--- config.mk ---
export PLATFORM = sky130hd
export DESIGN_NAME = sliding_window_sender_fast_retx
export DESIGN_NICKNAME = d
export VERILOG_FILES = /design/src/rtl/swsfr_pkg.sv /design/src/rtl/sliding_window_sender_fast_retx.sv /design/src/rtl/swsfr_ctrl.sv /design/src/rtl/swsfr_dp.sv
export SDC_FILE = /design/constraint.sdc
export NUM_CORES = 1
export LEC_CHECK = 0
export BUFFER_PORTS_ARGS = -buffer_cell sky130_fd_sc_hd__clkbuf_2
export CAP_MARGIN = 20
export CELL_PAD_IN_SITES_DETAIL_PLACEMENT = 1
export CELL_PAD_IN_SITES_GLOBAL_PLACEMENT = 1
export CORE_MARGIN = 10
export CORE_UTILIZATION = 56
export DETAILED_ROUTE_END_ITERATION = 12
export GPL_TIMING_DRIVEN = 0
export PLACE_DENSITY = 0.95
export RECOVER_POWER = 25
export SYNTH_ARGS = -nofsm -noshare
export SYNTH_HDL_FRONTEND = slang
export SYNTH_SLANG_ARGS = --single-unit
export TNS_END_PERCENT = 5
--- constraint.sdc ---
create_clock -name clk -period 28.1 [get_ports clk]
set_clock_uncertainty 0.15 [all_clocks]
set_input_delay 5.62 -clock clk [delete_from_list [all_inputs] [get_ports clk]]
set_output_delay 5.62 -clock clk [all_outputs]
set_load 0.01 [all_outputs]
--- src/rtl/swsfr_pkg.sv ---
// Package with shared types, codes and defaults of the sliding-window sender.
`timescale 1ns / 1ps

package swsfr_pkg;

  // Default sizes handed to the top level parameters.
  localparam int DEFAULT_MAX_SEQ      = 8;
  localparam int DEFAULT_PAYLOAD_BITS = 64;

  // Width used for all window arithmetic; the sequence space register is 4 bits,
  // so sums of a base and a window always fit.
  localparam int CALC_W = 5;

  // Configuration register map.
  localparam int CFG_ADDR_W = 3;
  localparam logic CFG_IDX_WINDOW = 1'b0;
  localparam logic CFG_IDX_SPACE  = 1'b1;
  localparam logic [2:0] WINDOW_RESET = 3'd4;
  localparam logic [3:0] SPACE_RESET  = 4'd8;

  // Item kinds.
  localparam logic [1:0] KIND_SEND    = 2'd0;
  localparam logic [1:0] KIND_ACK     = 2'd1;
  localparam logic [1:0] KIND_TIMEOUT = 2'd2;

  // Timer commands.
  localparam logic [1:0] TIMER_NONE    = 2'd0;
  localparam logic [1:0] TIMER_START   = 2'd1;
  localparam logic [1:0] TIMER_STOP    = 2'd2;
  localparam logic [1:0] TIMER_RESTART = 2'd3;

  // Acknowledgement status codes.
  localparam logic [2:0] ACK_NONE    = 3'd0;
  localparam logic [2:0] ACK_CORRUPT = 3'd1;
  localparam logic [2:0] ACK_NEW     = 3'd2;
  localparam logic [2:0] ACK_DUP     = 3'd3;
  localparam logic [2:0] ACK_FAST    = 3'd4;

  // Duplicate counter wraps modulo DUP_WRAP and resends at DUP_RESEND.
  localparam logic [1:0] DUP_WRAP   = 2'd3;
  localparam logic [1:0] DUP_RESEND = 2'd2;

  // Input transaction payload.
  typedef struct packed {
    logic [1:0]  kind;
    logic [63:0] payload;
    logic [2:0]  ack_number;
    logic        ack_intact;
  } in_item_t;

  // Result transaction payload.
  typedef struct packed {
    logic        accepted;
    logic        transmit;
    logic [2:0]  tx_seq;
    logic [63:0] tx_payload;
    logic [1:0]  timer_cmd;
    logic [2:0]  ack_status;
    logic [2:0]  window_base;
    logic [2:0]  next_number;
  } out_item_t;

  // Commands from the controller to the datapath.
  typedef struct packed {
    logic load_item;
    logic eval;
  } ctrl_cmd_t;

endpackage

--- src/rtl/sliding_window_sender_fast_retx.sv ---
// Top level of the sliding-window sender with fast retransmit.
//
//   Channel   Direction  Handshake             Contents
//   in_*      input      in_valid / in_stall   send, ack or timeout item
//   out_*     output     out_valid / out_stall one result per item
//   APB       input      psel/penable/pwrite   window_size at 0x0, seq_space at 0x4
//
// An item is evaluated in the cycle after it is accepted and its result is
// registered at the end of that cycle, then offered from the result register;
// the input is stalled during the evaluate step, so a new item is taken only
// once the last one has been evaluated.
// A new item is taken while a result waits; a second one waits for out_stall
// to drop. Reset clears the window pointers and the duplicate count; the
// packet store is not cleared and needs no clearing pass.
`timescale 1ns / 1ps

module sliding_window_sender_fast_retx #(
  parameter int MAX_SEQ      = swsfr_pkg::DEFAULT_MAX_SEQ,
  parameter int PAYLOAD_BITS = swsfr_pkg::DEFAULT_PAYLOAD_BITS
) (
  input  logic                                clk,
  input  logic                                rst_n,
  input  logic                                in_valid,
  output logic                                in_stall,
  input  swsfr_pkg::in_item_t                 in_data,
  output logic                                out_valid,
  input  logic                                out_stall,
  output swsfr_pkg::out_item_t                out_data,
  input  logic                                psel,
  input  logic                                penable,
  input  logic                                pwrite,
  input  logic [swsfr_pkg::CFG_ADDR_W-1:0]    paddr,
  input  logic [31:0]                         pwdata,
  output logic [31:0]                         prdata,
  output logic                                pready
);

  swsfr_pkg::ctrl_cmd_t cmd;
  logic [2:0] window_size_r;
  logic [3:0] seq_space_r;
  logic       cfg_wr;
  logic       cfg_idx;

  assign pready  = 1'b1;
  assign cfg_wr  = psel & penable & pwrite & pready;
  assign cfg_idx = paddr[2];

  // Configuration registers.
  always_ff @(posedge clk) begin
    if (!rst_n) begin
      window_size_r <= swsfr_pkg::WINDOW_RESET;
      seq_space_r   <= swsfr_pkg::SPACE_RESET;
    end else if (cfg_wr) begin
      if (cfg_idx == swsfr_pkg::CFG_IDX_WINDOW) window_size_r <= pwdata[2:0];
      else seq_space_r <= pwdata[3:0];
    end
  end

  // Register readback.
  always_comb begin
    if (cfg_idx == swsfr_pkg::CFG_IDX_SPACE) prdata = 32'(seq_space_r);
    else prdata = 32'(window_size_r);
  end

  swsfr_ctrl u_ctrl (
    .clk       (clk),
    .rst_n     (rst_n),
    .in_valid  (in_valid),
    .in_stall  (in_stall),
    .out_valid (out_valid),
    .out_stall (out_stall),
    .cmd       (cmd)
  );

  swsfr_dp #(
    .MAX_SEQ      (MAX_SEQ),
    .PAYLOAD_BITS (PAYLOAD_BITS)
  ) u_dp (
    .clk         (clk),
    .rst_n       (rst_n),
    .cmd         (cmd),
    .in_data     (in_data),
    .window_size (window_size_r),
    .seq_space   (seq_space_r),
    .out_data    (out_data)
  );

endmodule

--- src/rtl/swsfr_ctrl.sv ---
// Controller state machine that sequences accept, evaluate and result delivery.
`timescale 1ns / 1ps

module swsfr_ctrl (
  input  logic                 clk,
  input  logic                 rst_n,
  input  logic                 in_valid,
  output logic                 in_stall,
  output logic                 out_valid,
  input  logic                 out_stall,
  output swsfr_pkg::ctrl_cmd_t cmd
);

  typedef enum logic [1:0] {
    ST_IDLE,
    ST_EVAL,
    ST_OUT,
    ST_PEND
  } state_t;

  state_t state_r, state_nxt;
  logic   in_stall_r, out_valid_r;
  logic   accept, taken;

  assign accept = in_valid & ~in_stall_r;
  assign taken  = out_valid_r & ~out_stall;

  // Next state: a new item may be taken while a result waits in the output register.
  always_comb begin
    state_nxt = state_r;
    unique case (state_r)
      ST_IDLE: begin
        if (accept) state_nxt = ST_EVAL;
      end
      ST_EVAL: begin
        state_nxt = ST_OUT;
      end
      ST_OUT: begin
        if (accept && taken) state_nxt = ST_EVAL;
        else if (accept) state_nxt = ST_PEND;
        else if (taken) state_nxt = ST_IDLE;
      end
      ST_PEND: begin
        if (taken) state_nxt = ST_EVAL;
      end
      default: state_nxt = ST_IDLE;
    endcase
  end

  // State and registered handshake outputs.
  always_ff @(posedge clk) begin
    if (!rst_n) begin
      state_r     <= ST_IDLE;
      in_stall_r  <= 1'b1;
      out_valid_r <= 1'b0;
    end else begin
      state_r     <= state_nxt;
      in_stall_r  <= (state_nxt == ST_EVAL) || (state_nxt == ST_PEND);
      out_valid_r <= (state_nxt == ST_OUT) || (state_nxt == ST_PEND);
    end
  end

  assign in_stall      = in_stall_r;
  assign out_valid     = out_valid_r;
  assign cmd.load_item = accept;
  assign cmd.eval      = (state_r == ST_EVAL);

endmodule

--- src/rtl/swsfr_dp.sv ---
// Datapath with window state, packet store and result registers.
`timescale 1ns / 1ps

module swsfr_dp #(
  parameter int MAX_SEQ      = swsfr_pkg::DEFAULT_MAX_SEQ,
  parameter int PAYLOAD_BITS = swsfr_pkg::DEFAULT_PAYLOAD_BITS
) (
  input  logic                 clk,
  input  logic                 rst_n,
  input  swsfr_pkg::ctrl_cmd_t cmd,
  input  swsfr_pkg::in_item_t  in_data,
  input  logic [2:0]           window_size,
  input  logic [3:0]           seq_space,
  output swsfr_pkg::out_item_t out_data
);

  localparam int CW      = swsfr_pkg::CALC_W;
  // The 4-bit sequence space register caps the usable space at 15.
  localparam int EFF_MAX = (MAX_SEQ < 15) ? MAX_SEQ : 15;
  localparam int SEQ_W   = (EFF_MAX > 1) ? $clog2(EFF_MAX) : 1;

  function automatic logic [CW-1:0] wrap_seq(input logic [CW-1:0] v,
                                             input logic [CW-1:0] s);
    return (v >= s) ? v - s : v;
  endfunction

  swsfr_pkg::in_item_t  item_r;
  swsfr_pkg::out_item_t res_r, res_nxt;
  logic [SEQ_W-1:0]        base_seq_r, base_seq_nxt;
  logic [SEQ_W-1:0]        next_seq_r, next_seq_nxt;
  logic [1:0]              dup_count_r, dup_count_nxt;
  logic [PAYLOAD_BITS-1:0] store_mem [EFF_MAX];
  logic [PAYLOAD_BITS-1:0] rd_r;
  logic                    use_rd_r, use_rd_nxt;
  logic                    mem_we;

  logic [CW-1:0] s, w, base_c, next_c, ack_c, win_end, dup_wrap_c;
  logic          full, in_win;

  // Item register, loaded on each input transaction.
  always_ff @(posedge clk) begin
    if (cmd.load_item) item_r <= in_data;
  end

  // Effective sequence space and window after clamping.
  always_comb begin
    if (seq_space < 4'd2) s = CW'(2);
    else if (seq_space > 4'(EFF_MAX)) s = CW'(EFF_MAX);
    else s = CW'(seq_space);

    if (window_size == 3'd0) w = CW'(1);
    else if (CW'(window_size) >= s) w = s - CW'(1);
    else w = CW'(window_size);
  end

  // Window end, full test and membership of the acknowledged number.
  always_comb begin
    base_c     = CW'(base_seq_r);
    next_c     = CW'(next_seq_r);
    ack_c      = CW'(item_r.ack_number);
    win_end    = wrap_seq(base_c + w, s);
    full       = (win_end == wrap_seq(next_c, s));
    dup_wrap_c = CW'(dup_count_r) + CW'(1);
    if (ack_c >= s) in_win = 1'b0;
    else if (base_c < win_end) in_win = (ack_c >= base_c) && (ack_c < win_end);
    else in_win = (ack_c >= base_c) || (ack_c < win_end);
  end

  // Decision for one item.
  always_comb begin
    res_nxt       = '0;
    base_seq_nxt  = base_seq_r;
    next_seq_nxt  = next_seq_r;
    dup_count_nxt = dup_count_r;
    use_rd_nxt    = 1'b0;
    mem_we        = 1'b0;
    unique case (item_r.kind)
      swsfr_pkg::KIND_SEND: begin
        if (!full) begin
          mem_we              = cmd.eval;
          res_nxt.accepted    = 1'b1;
          res_nxt.transmit    = 1'b1;
          res_nxt.tx_seq      = 3'(next_seq_r);
          res_nxt.tx_payload  = 64'(item_r.payload[PAYLOAD_BITS-1:0]);
          res_nxt.timer_cmd   = (base_seq_r == next_seq_r) ? swsfr_pkg::TIMER_START
                                                           : swsfr_pkg::TIMER_NONE;
          next_seq_nxt        = SEQ_W'(wrap_seq(next_c + CW'(1), s));
        end
      end
      swsfr_pkg::KIND_ACK: begin
        if (!item_r.ack_intact) begin
          res_nxt.ack_status = swsfr_pkg::ACK_CORRUPT;
        end else if (in_win) begin
          base_seq_nxt       = SEQ_W'(wrap_seq(ack_c + CW'(1), s));
          res_nxt.timer_cmd  = (base_seq_nxt != next_seq_r) ? swsfr_pkg::TIMER_RESTART
                                                            : swsfr_pkg::TIMER_STOP;
          dup_count_nxt      = 2'd0;
          res_nxt.ack_status = swsfr_pkg::ACK_NEW;
        end else begin
          dup_count_nxt = (dup_wrap_c == CW'(swsfr_pkg::DUP_WRAP)) ? 2'd0
                                                                  : 2'(dup_wrap_c);
          if (dup_count_nxt == swsfr_pkg::DUP_RESEND) begin
            res_nxt.transmit   = 1'b1;
            res_nxt.tx_seq     = 3'(base_seq_r);
            use_rd_nxt         = 1'b1;
            res_nxt.ack_status = swsfr_pkg::ACK_FAST;
          end else begin
            res_nxt.ack_status = swsfr_pkg::ACK_DUP;
          end
        end
      end
      swsfr_pkg::KIND_TIMEOUT: begin
        res_nxt.transmit  = 1'b1;
        res_nxt.tx_seq    = 3'(base_seq_r);
        use_rd_nxt        = 1'b1;
        res_nxt.timer_cmd = swsfr_pkg::TIMER_RESTART;
      end
      default: begin
      end
    endcase
    res_nxt.window_base = 3'(base_seq_nxt);
    res_nxt.next_number = 3'(next_seq_nxt);
  end

  // Window state.
  always_ff @(posedge clk) begin
    if (!rst_n) begin
      base_seq_r  <= '0;
      next_seq_r  <= '0;
      dup_count_r <= '0;
    end else if (cmd.eval) begin
      base_seq_r  <= base_seq_nxt;
      next_seq_r  <= next_seq_nxt;
      dup_count_r <= dup_count_nxt;
    end
  end

  // Packet store: write at the next sequence number, registered read at the base.
  always_ff @(posedge clk) begin
    if (mem_we) store_mem[next_seq_r] <= item_r.payload[PAYLOAD_BITS-1:0];
    if (cmd.eval) rd_r <= store_mem[base_seq_r];
  end

  // Result register.
  always_ff @(posedge clk) begin
    if (cmd.eval) begin
      res_r    <= res_nxt;
      use_rd_r <= use_rd_nxt;
    end
  end

  // Resends take their payload from the store read.
  always_comb begin
    out_data = res_r;
    if (use_rd_r) out_data.tx_payload = 64'(rd_r);
  end

endmodule

==> results.py <==
metrics = {
    "run_status": {
        "status": "finished clean",
    },
    "critical_path": {
        "slowest_delay_ns": 0.35,
        "startpoint_type": "primary input",
        "crit_arrival_ns": 6.27,
        "cpMaxStageDelayCell": "mux2_2",
        "crit_family": "multiplexers",
        "cp_num_buf_inv": 2,
        "required_ns": 22.33,
        "critPathCaptureType": "primary output",
        "crit_type": "in2out",
        "crit_chain": "clkbuf_2 -> mux2_2 -> clkbuf_2",
        "cpMostUsedCell": "clkbuf_2",
        "cp_max_fo": 7,
    },
    "power_and_ir_drop": {
        "leakagePower_nw": 12.19,
        "seqPwrFrac": 0.528,
        "p_clk_frac": 0.430,
        "ir_drop_uv": 67.69,
        "switchingPower_uw": 515.1,
        "netSwitchingFraction": 0.2159,
        "power_density_mw_per_mm2": 68.39,
        "p_int_mw": 1.871,
        "p_comb_frac": 0.042,
    },
    "cts": {
        "cts.htree.levels": 3,
        "cts_made_buffers": 75,
        "clockBufferDepth": 3,
        "cts_resized": 0,
        "cts_tree": "yes",
        "cts_sinks": 746,
        "cts_setup_buffers": 0,
        "hold_buffers": 0,
        "clk_pin_slew_worst_paths_ns": 0.06,
        "cts_root_buf": "clkbuf_16",
        "clk_latency_ns": 0.63,
    },
    "placed_design": {
        "place.gp.congestion": 0.8511,
        "port_buffers": 167,
        "dp_hpwl_um": 55370,
    },
    "synthesis": {
        "synth_fa_ha_area_frac": 0.01768,
        "synth_cell_types": 70,
        "synth_top_flop_cell": "edfxtp_1",
        "synth_area_mm2": 0.02973,
        "synth_top_family_by_area": "multiplexers",
        "yosysSeqAreaShare": 0.7471,
        "async_flop_share": 0,
        "yosys_warnings": 0,
        "synth_xor_area_frac": 0.005008,
        "ys_seq_elements": 746,
        "yosys.area_share.simple": 0.05665,
        "synth.avg_cell_area_um2": 18.49,
        "synth_mux_area_frac": 0.1276,
        "synth_compound_area_frac": 0.02197,
        "syn_inst": 1608,
        "synth_edf_count": 727,
    },
    "routing": {
        "antenna_left": 0,
        "drtIter0Drc": 1998,
        "dr_total_vias": 17170,
        "wl_per_cell_um": 31.85,
        "routed_wl_um": 86280,
        "drc_errors": 0,
        "dr.pass1.iters": 6,
        "viasPerCell": 6.338,
    },
    "flow_run": {
        "maxCapViolCount": 0,
    },
    "final_layout": {
        "layout.nets": 2117,
        "area_delta_synth_final_pct": 17.35,
        "drive_above_1_share": 0.3117,
        "num_antenna_cells": 0,
        "nFillCells": 4486,
    },
    "sta": {
        "slew_viol_final": 0,
        "setup_viol": 0,
        "period_needed_ns": 12.04,
        "fin_crit_sh": 0.4284,
        "hold_slack_ns": 0.3346,
        "rsz0062_at_grt": "false",
        "setup-tns-final_ns": 0,
        "worst_pin_slew_ns": 1.158,
        "hold_viol": 0,
        "maxSlewHeadroom": 0.2282,
        "fmax_mhz": 83.06,
    },
    "grt": {
        "grt_pass1_vias": 18730,
        "track_usage": 0.2748,
        "grt_antenna_before_repair": 0,
        "grt_overflow": 0,
        "grt_first_pass_wirelength_um": 128000,
        "grt_max_degree": 35,
    },
    "die": {
        "row_count": 84,
        "ios": 227,
        "dieArea_mm2": 0.06271,
        "chipHeight_um": 250.4,
        "initial_core_util": 0.5657,
        "core_mm2": 0.05255,
        "dieWidth_um": 250.4,
    },
    "worst_hold_path": {
        "hp-class": "reg2reg",
    },
}
## routing by layer
layer	vias up	global-route usage	wire (um)
li1	6895	-	-
met3	250	0.05317	7168
met2	1121	0.4698	44830
met4	0	0.1227	3512
met5	-	0	0
met1	8903	0.3354	30760
## cell type report
class | count | area, um^2 | share of cell area
buffer | 115 | 608.1 | 0.01743
clock buffer | 89 | 1951 | 0.05591
clock inverter | 43 | 501.7 | 0.01438
inverter | 26 | 97.59 | 0.002797
multi-input combinational | 748 | 6977 | 0.2000
sequential | 746 | 22210 | 0.6366
tap | 688 | 860.8 | 0.02467
timing repair buffer | 254 | 1682 | 0.04820
## path summary, 6_finish.rpt
check                                 startpoint               endpoint  slack [ns]  cells after the start
worst max-delay path                    paddr[2]              prdata[1]       16.06                      3
worst min-delay path            u_ctrl.out_valid       u_ctrl.out_valid        0.33                      1
worst max register to register    seq_space_r[3]  u_dp.store_mem[5][39]       19.18                     30
worst min register to register  u_ctrl.out_valid       u_ctrl.out_valid        0.33                      1
## power by group through the flow
stage,Sequential [mW],Clock (mW),Combinational (mW)
finish,1.26,1.03,0.100
global route,1.26,1.08,0.107
CTS,1.26,1.03,0.0996
detailed placement,1.28,0,0.0965
global placement,1.29,0,0.0847
floorplan,1.28,0,0.0537
## synth_stat cells, types with 4 or more instances
cell type,n,share of area
a21o_1,11,0.0028
a21oi_1,19,0.0032
a31oi_1,4,0.00084
and2_1,67,0.014
buf_1,23,0.0029
buf_4,45,0.011
clkbuf_1,46,0.0058
dfxtp_1,19,0.013
edfxtp_1,727,0.73
fa_1,5,0.0034
ha_1,34,0.014
inv_1,25,0.0032
mux2_2,68,0.026
mux2i_1,10,0.0034
mux4_2,128,0.097
nand2_1,209,0.026
nand2b_1,7,0.0015
nand3_1,6,0.0010
nor2_1,29,0.0037
nor2b_1,5,0.0011
nor3_1,8,0.0013
nor4_1,7,0.0015
o211ai_1,6,0.0015
o21ai_0,11,0.0019
o21ai_1,7,0.0012
xnor2_1,8,0.0024
xor2_1,9,0.0027
## worst reg2reg max path, delay by kind of cell (launching register included)
kind                     cells  cell delay [ns]
AO/OA/AOI/OAI                7             1.74
XOR/XNOR                     2             0.35
adder cells (fa/ha/maj)      4             1.42
buffers and inverters       10             2.71
flip-flops                   1             0.37
AND/OR/NAND/NOR              7             1.85
## kinds of logic (layout without fill, tap and decap cells)
kind of cell,after synthesis,after routing
compound gates,93,93
xor+xnor,17,17
fa+ha+maj,39,39
buf+inv,141,527
flops,746,746
mux,209,209
other cells,2,29
simple gates,361,361
## per-stage QoR
stage	instance area, um^2	util	cells	power, mW	worst slack, ns
3_3_place_gp	31530	0.6000	2490	1.370	2.767
6_report	34890	0.6639	2709	2.386	16.06
2_1_floorplan	29830	-	1635	1.332	13.17
5_1_grt	34890	0.6639	2709	2.449	16.04
4_1_cts	34860	0.6633	2707	2.392	16.07
3_5_place_dp	32410	0.6167	2575	1.379	16.08
## registers in the layout, summed over array words and instances (netlist names), 4 cells and up
name            cells
seq_space_r         4
u_dp.item_r        67
u_dp.out_data      16
u_dp.rd_r          64
u_dp.res_r         64
u_dp.store_mem    512
## layout by cell type, fill, tap and decap left out, types with 4 or more instances in the layout
cell type | Yosys | layout
edfxtp_1 | 727 | 727
nand2_1 | 209 | 209
clkbuf_2 | 0 | 167
mux4_2 | 128 | 128
buf_4 | 45 | 101
clkbuf_16 | 0 | 76
mux2_2 | 68 | 68
and2_1 | 67 | 67
clkbuf_1 | 46 | 59
ha_1 | 34 | 34
nor2_1 | 29 | 29
conb_1 | 2 | 29
inv_1 | 25 | 25
buf_1 | 23 | 23
buf_6 | 1 | 23
a21oi_1 | 19 | 19
dfxtp_1 | 19 | 19
clkinv_1 | 1 | 13
clkinv_2 | 0 | 12
a21o_1 | 11 | 11
o21ai_0 | 11 | 11
mux2i_1 | 10 | 10
bufinv_16 | 0 | 10
xor2_1 | 9 | 9
xnor2_1 | 8 | 8
nand2b_1 | 7 | 7
o21ai_1 | 7 | 7
nand3_1 | 6 | 6
o211ai_1 | 6 | 6
nor3_1 | 8 | 6
nor4_2 | 0 | 6
buf_12 | 0 | 6
fa_1 | 5 | 5
a31oi_1 | 4 | 4
(Power assumes the default switching activity.)
